## src/rtl/mcp_pkg.sv

```systemverilog
package mcp_pkg;

  // Field widths.
  localparam int SIZE_W = 48;
  localparam int IDX_W = 3;
  localparam int CNT_W = 4;
  localparam int DES_W = 4;
  localparam int STRAT_W = 2;

  // Divisor of the spacing division is at most seven, so three bits.
  localparam int DIV_W = 3;
  localparam int DIV_CNT_W = $clog2(SIZE_W);

  // Fixed limits.
  localparam int RESULT_LIMIT = 8;
  localparam int SPARE_RESERVE = 64;
  localparam int GEO_N = 5;

  // Default parameter values.
  localparam int DEF_SECTORS_PER_COPY = 8;
  localparam int DEF_MIN_COPIES = 2;
  localparam int DEF_COPY_CEILING = 8;

  localparam logic [DES_W-1:0] DESIRED_RESET = 4'd5;
  localparam logic [SIZE_W-1:0] GEO_STEP = 48'd1024;

  localparam logic STATUS_OK = 1'b0;
  localparam logic STATUS_NO_SPACE = 1'b1;

  // Fixed geometric copy positions.
  localparam logic [SIZE_W-1:0] GEO_POS [GEO_N] = '{
    48'd0, 48'd1024, 48'd2048, 48'd4096, 48'd8192
  };

  typedef enum logic [2:0] {
    ST_IDLE,
    ST_SETUP,
    ST_COUNT,
    ST_DIV,
    ST_EMIT
  } st_t;

  typedef enum logic [STRAT_W-1:0] {
    STRAT_GEOMETRIC,
    STRAT_LINEAR,
    STRAT_MINIMAL,
    STRAT_CUSTOM
  } strat_t;

  typedef enum logic [0:0] {
    REG_DESIRED_COPIES
  } reg_idx_t;

  // Status of the serial divider.
  typedef struct packed {
    logic busy;
    logic done;
  } div_stat_t;

  // Geometric position for a copy index; indexes past the table read zero.
  function automatic logic [SIZE_W-1:0] geo_at(input logic [IDX_W-1:0] idx);
    logic [SIZE_W-1:0] val;
    val = '0;
    if (idx < IDX_W'(GEO_N)) begin
      val = GEO_POS[idx];
    end
    return val;
  endfunction

endpackage

```

## src/rtl/metadata_copy_placement_core.sv

```systemverilog
// Metadata copy placement. Given the size of a spare device in sectors on the
// input channel (in_valid, in_ready, spare_sectors), the block returns one beat
// per metadata copy on the output channel (out_valid, out_ready and fields),
// with last set on the final beat. A size too small for a copy plus the
// reserve gives a single beat with status set to no space.
// The APB port holds the desired copy count (register 0); write it only while
// the block is idle. pready is always high and reads return the register.
// One item is handled at a time: in_ready is high only when idle.
// out_valid rises after a setup state for the no-space and geometric cases;
// packed copies first pass the copy counter, which adds one sector span per
// cycle, and evenly spread copies then also pass the serial divider that
// makes one quotient bit per cycle over 48 bits. After that one beat leaves
// per cycle while out_ready is high; a stalled receiver holds the current
// beat unchanged. in_ready rises right after the last beat is taken. Reset
// returns to idle, drops any item in progress and sets the desired copy
// count to 5.
module metadata_copy_placement_core
  import mcp_pkg::*;
#(
  parameter int SECTORS_PER_COPY = DEF_SECTORS_PER_COPY,
  parameter int MIN_COPIES = DEF_MIN_COPIES,
  parameter int COPY_CEILING = DEF_COPY_CEILING
) (
  input  logic               clk,
  input  logic               rst,
  // Configuration port.
  input  logic               psel,
  input  logic               penable,
  input  logic               pwrite,
  input  logic [2:0]         paddr,
  input  logic [31:0]        pwdata,
  output logic [31:0]        prdata,
  output logic               pready,
  // Input channel.
  input  logic               in_valid,
  output logic               in_ready,
  input  logic [SIZE_W-1:0]  spare_sectors,
  // Output channel.
  output logic               out_valid,
  input  logic               out_ready,
  output logic               status,
  output logic [IDX_W-1:0]   copy_index,
  output logic [SIZE_W-1:0]  copy_sector,
  output logic [CNT_W-1:0]   copy_count,
  output logic [STRAT_W-1:0] strategy,
  output logic               last
);

  localparam int COPY_CAP = (COPY_CEILING < RESULT_LIMIT) ? COPY_CEILING : RESULT_LIMIT;
  localparam logic [DES_W-1:0]  CAP_D    = DES_W'(COPY_CAP);
  localparam logic [CNT_W-1:0]  MIN_N    = CNT_W'(MIN_COPIES);
  localparam logic [SIZE_W-1:0] SEC      = SIZE_W'(SECTORS_PER_COPY);
  localparam logic [SIZE_W-1:0] MIN_SIZE = SIZE_W'(SECTORS_PER_COPY + SPARE_RESERVE);

  st_t               state;
  st_t               state_next;

  logic [DES_W-1:0]  desired;
  logic [DES_W-1:0]  d_clamp;

  logic [SIZE_W-1:0] size_r;
  logic [SIZE_W-1:0] acc;
  logic [CNT_W-1:0]  k;
  logic [CNT_W-1:0]  n;
  logic [IDX_W-1:0]  idx;
  logic [SIZE_W-1:0] pos;
  logic [SIZE_W-1:0] step;
  logic              fail;
  logic              geo_mode;

  logic              cfg_wr;
  logic              in_acc;
  logic              out_acc;
  logic              too_small;
  logic              geo_ok;
  logic [CNT_W-1:0]  gcnt;
  logic [SIZE_W:0]   acc_sum;
  logic              more;
  logic              lin_ok;
  logic              is_last;
  logic              div_start;
  div_stat_t         div_stat;
  logic [SIZE_W-1:0] div_q;
  strat_t            strat_v;

  // Configuration register.
  assign pready = 1'b1;
  assign cfg_wr = psel && penable && pwrite && pready;

  always_ff @(posedge clk) begin
    if (rst) begin
      desired <= DESIRED_RESET;
    end else if (cfg_wr && (paddr[2] == REG_DESIRED_COPIES)) begin
      desired <= pwdata[DES_W-1:0];
    end
  end

  always_comb begin
    prdata = '0;
    if (paddr[2] == REG_DESIRED_COPIES) begin
      prdata = {{(32 - DES_W){1'b0}}, desired};
    end
  end

  // Desired count limited to one through the copy cap.
  always_comb begin
    d_clamp = desired;
    if (d_clamp == '0) begin
      d_clamp = DES_W'(1);
    end
    if (d_clamp > CAP_D) begin
      d_clamp = CAP_D;
    end
  end

  // Geometric positions that fit, counted in table order.
  always_comb begin
    gcnt = '0;
    for (int i = 0; i < GEO_N; i++) begin
      if ((({1'b0, GEO_POS[i]} + {1'b0, SEC}) <= {1'b0, size_r}) &&
          (gcnt == CNT_W'(i))) begin
        gcnt = gcnt + 1'b1;
      end
    end
  end

  assign too_small = size_r < MIN_SIZE;
  assign geo_ok    = gcnt >= MIN_N;

  // Copy counter: one more copy while it fits and more are wanted.
  assign acc_sum = {1'b0, acc} + {1'b0, SEC};
  assign more    = (k < d_clamp) && (acc_sum <= {1'b0, size_r});
  assign lin_ok  = (k >= MIN_N) && (k >= CNT_W'(2));

  assign in_acc  = in_valid && in_ready;
  assign out_acc = out_valid && out_ready;
  assign is_last = (({1'b0, idx}) + CNT_W'(1)) == n;

  // Spacing divider: (size - sectors per copy) / (copies - 1).
  mcp_div u_div (
    .clk      (clk),
    .rst      (rst),
    .start    (div_start),
    .dividend (size_r - SEC),
    .divisor  (DIV_W'(k - CNT_W'(1))),
    .stat     (div_stat),
    .quotient (div_q)
  );

  // Next state.
  always_comb begin
    state_next = state;
    unique case (state)
      ST_IDLE: begin
        if (in_acc) begin
          state_next = ST_SETUP;
        end
      end
      ST_SETUP: begin
        if (too_small || geo_ok) begin
          state_next = ST_EMIT;
        end else begin
          state_next = ST_COUNT;
        end
      end
      ST_COUNT: begin
        if (!more) begin
          state_next = lin_ok ? ST_DIV : ST_EMIT;
        end
      end
      ST_DIV: begin
        if (div_stat.done) begin
          state_next = ST_EMIT;
        end
      end
      ST_EMIT: begin
        if (out_acc && is_last) begin
          state_next = ST_IDLE;
        end
      end
      default: state_next = ST_IDLE;
    endcase
  end

  // Handshake and sequencer outputs.
  always_comb begin
    in_ready  = 1'b0;
    out_valid = 1'b0;
    div_start = 1'b0;
    unique case (state)
      ST_IDLE:  in_ready = 1'b1;
      ST_SETUP: ;
      ST_COUNT: div_start = !more && lin_ok;
      ST_DIV:   ;
      ST_EMIT:  out_valid = 1'b1;
      default:  ;
    endcase
  end

  always_ff @(posedge clk) begin
    if (rst) begin
      state <= ST_IDLE;
    end else begin
      state <= state_next;
    end
  end

  // Data path registers.
  always_ff @(posedge clk) begin
    case (state)
      ST_IDLE: begin
        if (in_acc) begin
          size_r <= spare_sectors;
        end
      end
      ST_SETUP: begin
        idx      <= '0;
        pos      <= '0;
        acc      <= '0;
        k        <= '0;
        fail     <= too_small;
        geo_mode <= !too_small && geo_ok;
        n        <= too_small ? CNT_W'(1) : gcnt;
      end
      ST_COUNT: begin
        if (more) begin
          acc <= acc_sum[SIZE_W-1:0];
          k   <= k + 1'b1;
        end else begin
          n    <= k;
          step <= SEC;
        end
      end
      ST_DIV: begin
        if (div_stat.done) begin
          step <= (div_q < SEC) ? SEC : div_q;
        end
      end
      ST_EMIT: begin
        if (out_acc && !is_last) begin
          idx <= idx + 1'b1;
          pos <= geo_mode ? geo_at(idx + 1'b1) : pos + step;
        end
      end
      default: ;
    endcase
  end

  // Strategy that the emitted positions match.
  always_comb begin
    if (fail) begin
      strat_v = STRAT_GEOMETRIC;
    end else if (n < CNT_W'(2)) begin
      strat_v = STRAT_MINIMAL;
    end else if (geo_mode) begin
      strat_v = STRAT_GEOMETRIC;
    end else if ((step == GEO_STEP) && (n <= CNT_W'(3))) begin
      strat_v = STRAT_GEOMETRIC;
    end else begin
      strat_v = STRAT_LINEAR;
    end
  end

  // Result fields.
  assign status      = fail ? STATUS_NO_SPACE : STATUS_OK;
  assign copy_index  = idx;
  assign copy_sector = pos;
  assign copy_count  = fail ? '0 : n;
  assign strategy    = strat_v;
  assign last        = is_last;

  // A beat that is not the last is followed by another beat.
  a_beats_follow: assert property (@(posedge clk) disable iff (rst)
    out_valid && out_ready && !last |=> out_valid)
    else $error("result sequence ended before its last beat");

  // A no-space result is a single, empty beat.
  a_no_space: assert property (@(posedge clk) disable iff (rst)
    out_valid && status |-> last && (copy_count == '0) && (copy_index == '0))
    else $error("no-space result is not a single empty beat");

  // A placement beat always indexes within the placed copies.
  a_index_range: assert property (@(posedge clk) disable iff (rst)
    out_valid && !status |-> (copy_count != '0) && ({1'b0, copy_index} < copy_count))
    else $error("copy index outside the placed copy count");

  // The divider runs and finishes only while the sequencer waits for it.
  a_div_done: assert property (@(posedge clk) disable iff (rst)
    (div_stat.busy || div_stat.done) |-> (state == ST_DIV))
    else $error("divider active outside the divide step");

endmodule

```

## src/rtl/mcp_div.sv

```systemverilog
module mcp_div
  import mcp_pkg::*;
(
  input  logic              clk,
  input  logic              rst,
  input  logic              start,
  input  logic [SIZE_W-1:0] dividend,
  input  logic [DIV_W-1:0]  divisor,
  output div_stat_t         stat,
  output logic [SIZE_W-1:0] quotient
);

  logic [DIV_W-1:0]     rem;
  logic [DIV_W-1:0]     dvs;
  logic [SIZE_W-1:0]    quo;
  logic [DIV_CNT_W-1:0] cnt;
  logic                 busy;
  logic                 done;

  logic [DIV_W:0]       trial;
  logic [DIV_W:0]       diff;
  logic                 ge;

  // One restoring step: shift in the next dividend bit and try a subtract.
  always_comb begin
    trial = {rem, quo[SIZE_W-1]};
    diff  = trial - {1'b0, dvs};
    ge    = trial >= {1'b0, dvs};
  end

  // Control: one quotient bit per cycle, MSB first.
  always_ff @(posedge clk) begin
    if (rst) begin
      busy <= 1'b0;
      done <= 1'b0;
      cnt  <= '0;
    end else begin
      done <= 1'b0;
      if (start) begin
        busy <= 1'b1;
        cnt  <= DIV_CNT_W'(SIZE_W - 1);
      end else if (busy) begin
        if (cnt == '0) begin
          busy <= 1'b0;
          done <= 1'b1;
        end else begin
          cnt <= cnt - 1'b1;
        end
      end
    end
  end

  // Data path: the quotient bits replace the dividend bits as they shift out.
  always_ff @(posedge clk) begin
    if (start) begin
      quo <= dividend;
      rem <= '0;
      dvs <= divisor;
    end else if (busy) begin
      rem <= ge ? diff[DIV_W-1:0] : trial[DIV_W-1:0];
      quo <= {quo[SIZE_W-2:0], ge};
    end
  end

  assign stat.busy = busy;
  assign stat.done = done;
  assign quotient  = quo;

endmodule

```

## config.mk

```make
export PLATFORM = sky130hd
export DESIGN_NAME = metadata_copy_placement_core
export DESIGN_NICKNAME = d
export VERILOG_FILES = /design/src/rtl/mcp_pkg.sv /design/src/rtl/metadata_copy_placement_core.sv /design/src/rtl/mcp_div.sv
export SDC_FILE = /design/constraint.sdc
export NUM_CORES = 1
export LEC_CHECK = 0
export BUFFER_PORTS_ARGS = -buffer_cell sky130_fd_sc_hd__clkbuf_2
export CAP_MARGIN = 20
export CORE_UTILIZATION = 32
export DETAILED_ROUTE_END_ITERATION = 10
export SLEW_MARGIN = 30
export SYNTH_ARGS = -nofsm -noshare
export SYNTH_HDL_FRONTEND = slang
export SYNTH_SLANG_ARGS = --single-unit
```

## constraint.sdc

```tcl
create_clock -name clk -period 8.6 [get_ports clk]
set_input_delay 1.29 -clock clk [delete_from_list [all_inputs] [get_ports clk]]
set_output_delay 1.29 -clock clk [all_outputs]
set_load 0.05 [all_outputs]
```

==> impl_metrics.py <==
metrics = {
    "status": {
        "status": "complete, no violations",
    },
    "route": {
        "wl_per_cell_um": 17.6,
        "vias": 12116,
        "drtAntennaViolNets": 0,
        "post-route-drc-count": 0,
        "first_iter_violations": 832,
        "drt-total-wl_um": 42700,
        "via_per_inst": 5.00,
        "dr.pass1.iters": 5,
    },
    "pwr": {
        "p_sw_uw": 2750,
        "power_density_mw_per_mm2": 343,
        "switching_share_pct": 41.2,
        "clockPowerShare_pct": 21.7,
        "p_leak_uw": 0.00776,
        "intPower_uw": 3920,
        "power_frac_comb_pct": 42.5,
        "ir_drop_mv": 0.193,
        "p_seq_share_pct": 35.9,
    },
    "timing": {
        "hold_viol": 0,
        "fmax_ghz": 0.175,
        "final.setup.tns_ns": 0,
        "rsz0062_at_grt": "no",
        "relSlewSlack_pct": 34.7,
        "min_period_ns": 5.71,
        "setup_viol": 0,
        "finalCritPeriodShare_pct": 66.4,
        "fin_skew_ns": 0.0215,
        "slew_viol_final": 0,
        "worst_pin_slew_ns": 0.979,
    },
    "clock_network": {
        "hold_buffers": 0,
        "numClockSinks": 271,
        "cts-root-buf": "clkbuf_16",
        "cts_buffer_depth": 3,
        "h-tree-depth": 2,
        "cts_setup_buffers": 0,
        "cts_tree": "done",
        "postCtsResizedCells": 0,
        "clkTransAtPathRegs_ns": 0.06,
        "clkLatencyLatePin_ns": 0.54,
        "cts_buffers": 34,
    },
    "flow_run": {
        "drv_cap": 0,
    },
    "floorplanning": {
        "rows": 84,
        "fp.dieW_um": 233,
        "design.die.area_sq_mm": 0.0542,
        "core_area_sq_mm": 0.0526,
        "start_util_pct": 32.4,
        "dieHeight_um": 233,
        "io_pins": 184,
    },
    "layout": {
        "utilization_pct": 37.0,
        "n_fill_cell": 5203,
        "layout.cells.most_common": "edfxtp_1",
        "final_cell_mix": "253 x edfxtp_1, 124 x clkbuf_2, 115 x nor2_1",
        "area_growth_pct": 14.2,
        "insertedDiodeCount": 0,
        "nets": 1917,
        "layout-drive-gt1-share_pct": 15.1,
    },
    "logic_synthesis": {
        "synthTopCellsByArea": "edfxtp_1 45%, ha_1 8.4%, xnor2_1 4.4%",
        "synthCells": 1583,
        "ys_types": 75,
        "synthFlopType": "edfxtp_1",
        "synth.top_cell.area_share_pct": 44.6,
        "synth-seq-area-share_pct": 46.7,
        "synth_seq_cells": 271,
        "syn_avg_cell_area_sq_um": 10.8,
        "synth_enable_flop_cells": 253,
        "synth_largest_area_cell": "edfxtp_1",
        "synth_area_sq_mm": 0.0170,
        "ys_warn_count": 0,
        "synthArstFlopShare_pct": 0,
    },
    "critical_path": {
        "max_stage_delay_ns": 0.52,
        "worst-path-max-fanout": 49,
        "cp_num_buf_inv": 1,
        "crit_type": "flip-flop to flip-flop",
        "required_ns": 8.77,
        "start_kind": "flip-flop",
        "endpoint_kind": "flip-flop",
        "crit_path_top_delay_cell": "buf_4",
        "cp.arrival_ns": 5.88,
        "reg2reg_depth": 17,
        "crit_cells": 17,
        "crit_path_frequent_cell": "nand4_1",
        "path_cells": "ha_1 > nand4_1 > nor3_2 > nand4_1 > or2_2 > nor2_1 > xor2_1 > ha_1 > nand4_1 > nor4_1 > nand4_1 > mux2i_1 > nor2_1 > or2_2 > a211oi_1 > or2_2 > buf_4",
        "cpLargestDelayFamily": "simple AND/OR/NAND/NOR gates",
    },
    "worst_hold_path": {
        "hold_depth": 1,
        "hold_class": "flip-flop to flip-flop",
    },
    "placed_design": {
        "gp_congestion": 0.885,
        "hpwl_um": 33700,
        "portBuffers": 124,
    },
    "global_routing": {
        "grt_max_degree": 61,
        "grt_overflow": 0,
        "grt_pass1_vias": 11850,
        "antenna_found_initial": 0,
        "grt_use_total_pct": 15.7,
        "grt_pass1_wl_um": 66000,
    },
}
-- routing by layer --
metal	vias to the layer above	track usage [%]	share of wire (%)
li1	6008	-	-
met1	5763	21.3	47
met2	278	25.5	46
met3	67	1.89	3.8
met4	0	6.07	3.2
met5	-	0	0
-- stage by stage --
step / setup slack [ns] / total power, uW / std cells / hold WS (ns) / area (sq um)
2_1_floorplan: 1.27 / 4500 / 1611 / 0.444 / 17100
3_3_place_gp: 3.05 / 5180 / 2362 / 0.471 / 18300
3_5_place_dp: 2.95 / 5250 / 2362 / 0.487 / 18300
4_1_cts: 2.96 / 6730 / 2424 / 0.500 / 19400
5_1_grt: 2.66 / 7110 / 2425 / 0.539 / 19500
6_report: 2.89 / 6680 / 2425 / 0.500 / 19500
-- cells by family (layout without fill, tap and decap cells) --
logic type               after synthesis  after routing  synth area share (%)
multiplexers                          57             57                  4.71
flip-flops                           271            271                  46.7
adder cells (fa/ha/maj)              116            116                  8.61
AO/OA/AOI/OAI                        257            257                  10.1
other                                  2             30                0.0441
AND/OR/NAND/NOR                      586            586                  18.5
XOR/XNOR                             126            126                  6.48
buffers and inverters                168            294                  4.77
-- cell usage after synthesis, drive strengths merged (12+ instances only) --
cell type and instances:
and3 15, and2 104, mux2 47, xor2 40, nor4 38, inv 98, xnor2 86, clkbuf 31
nand2b 15, nand4 36, o31ai 15, a21oi 67, a21o 36, buf 39, o21ai 42, nand3 43
or3 24, nand2 94, a211oi 12, nor3 51, ha 114, nor2 116, dfxtp 18, edfxtp 253
-- power groups by stage --
stage / registers [uW] / clock network [uW] / logic [uW]
6_report: 2390 / 1450 / 2840
5_1_grt: 2440 / 1540 / 3130
4_1_cts: 2390 / 1490 / 2840
3_5_place_dp: 2420 / 0 / 2840
3_3_place_gp: 2410 / 0 / 2770
2_1_floorplan: 2590 / 0 / 1920
-- cell type report --
cell class                 instances  area (sq um)  area share (%)
multi-input combinational       1172          8410            43.3
sequential                       271          7960            40.9
clock buffer                      43           915            4.70
tap                              688           861            4.43
timing repair buffer             134           716            3.68
inverter                          98           368            1.89
clock inverter                    19           221            1.14
-- state kept, by name, summed over array words and instances (netlist names), 4 cells and up --
signal,flops
acc,45
copy_sector,48
desired,4
k,4
n,4
size_r,48
step,48
u_div.cnt,6
u_div.quotient,48
-- worst register-to-register path, stage by stage, from the launching register on --
cell,delay [ns]
edfxtp_1,0.44
ha_1,0.24
nand4_1,0.19
nor3_2,0.44
nand4_1,0.34
or2_2,0.40
nor2_1,0.13
xor2_1,0.31
ha_1,0.19
nand4_1,0.19
nor4_1,0.34
nand4_1,0.23
mux2i_1,0.30
nor2_1,0.10
or2_2,0.29
a211oi_1,0.46
or2_2,0.20
buf_4,0.52
-- worst paths after layout --
kind	start	end	slack, ns
hold reg to reg	desired[0]	desired[0]	0.50
setup reg to reg	acc[3]	acc[11]	2.89
hold / removal	desired[0]	desired[0]	0.50
setup / recovery	acc[3]	acc[11]	2.89
Power figures use the tool's default switching activity.
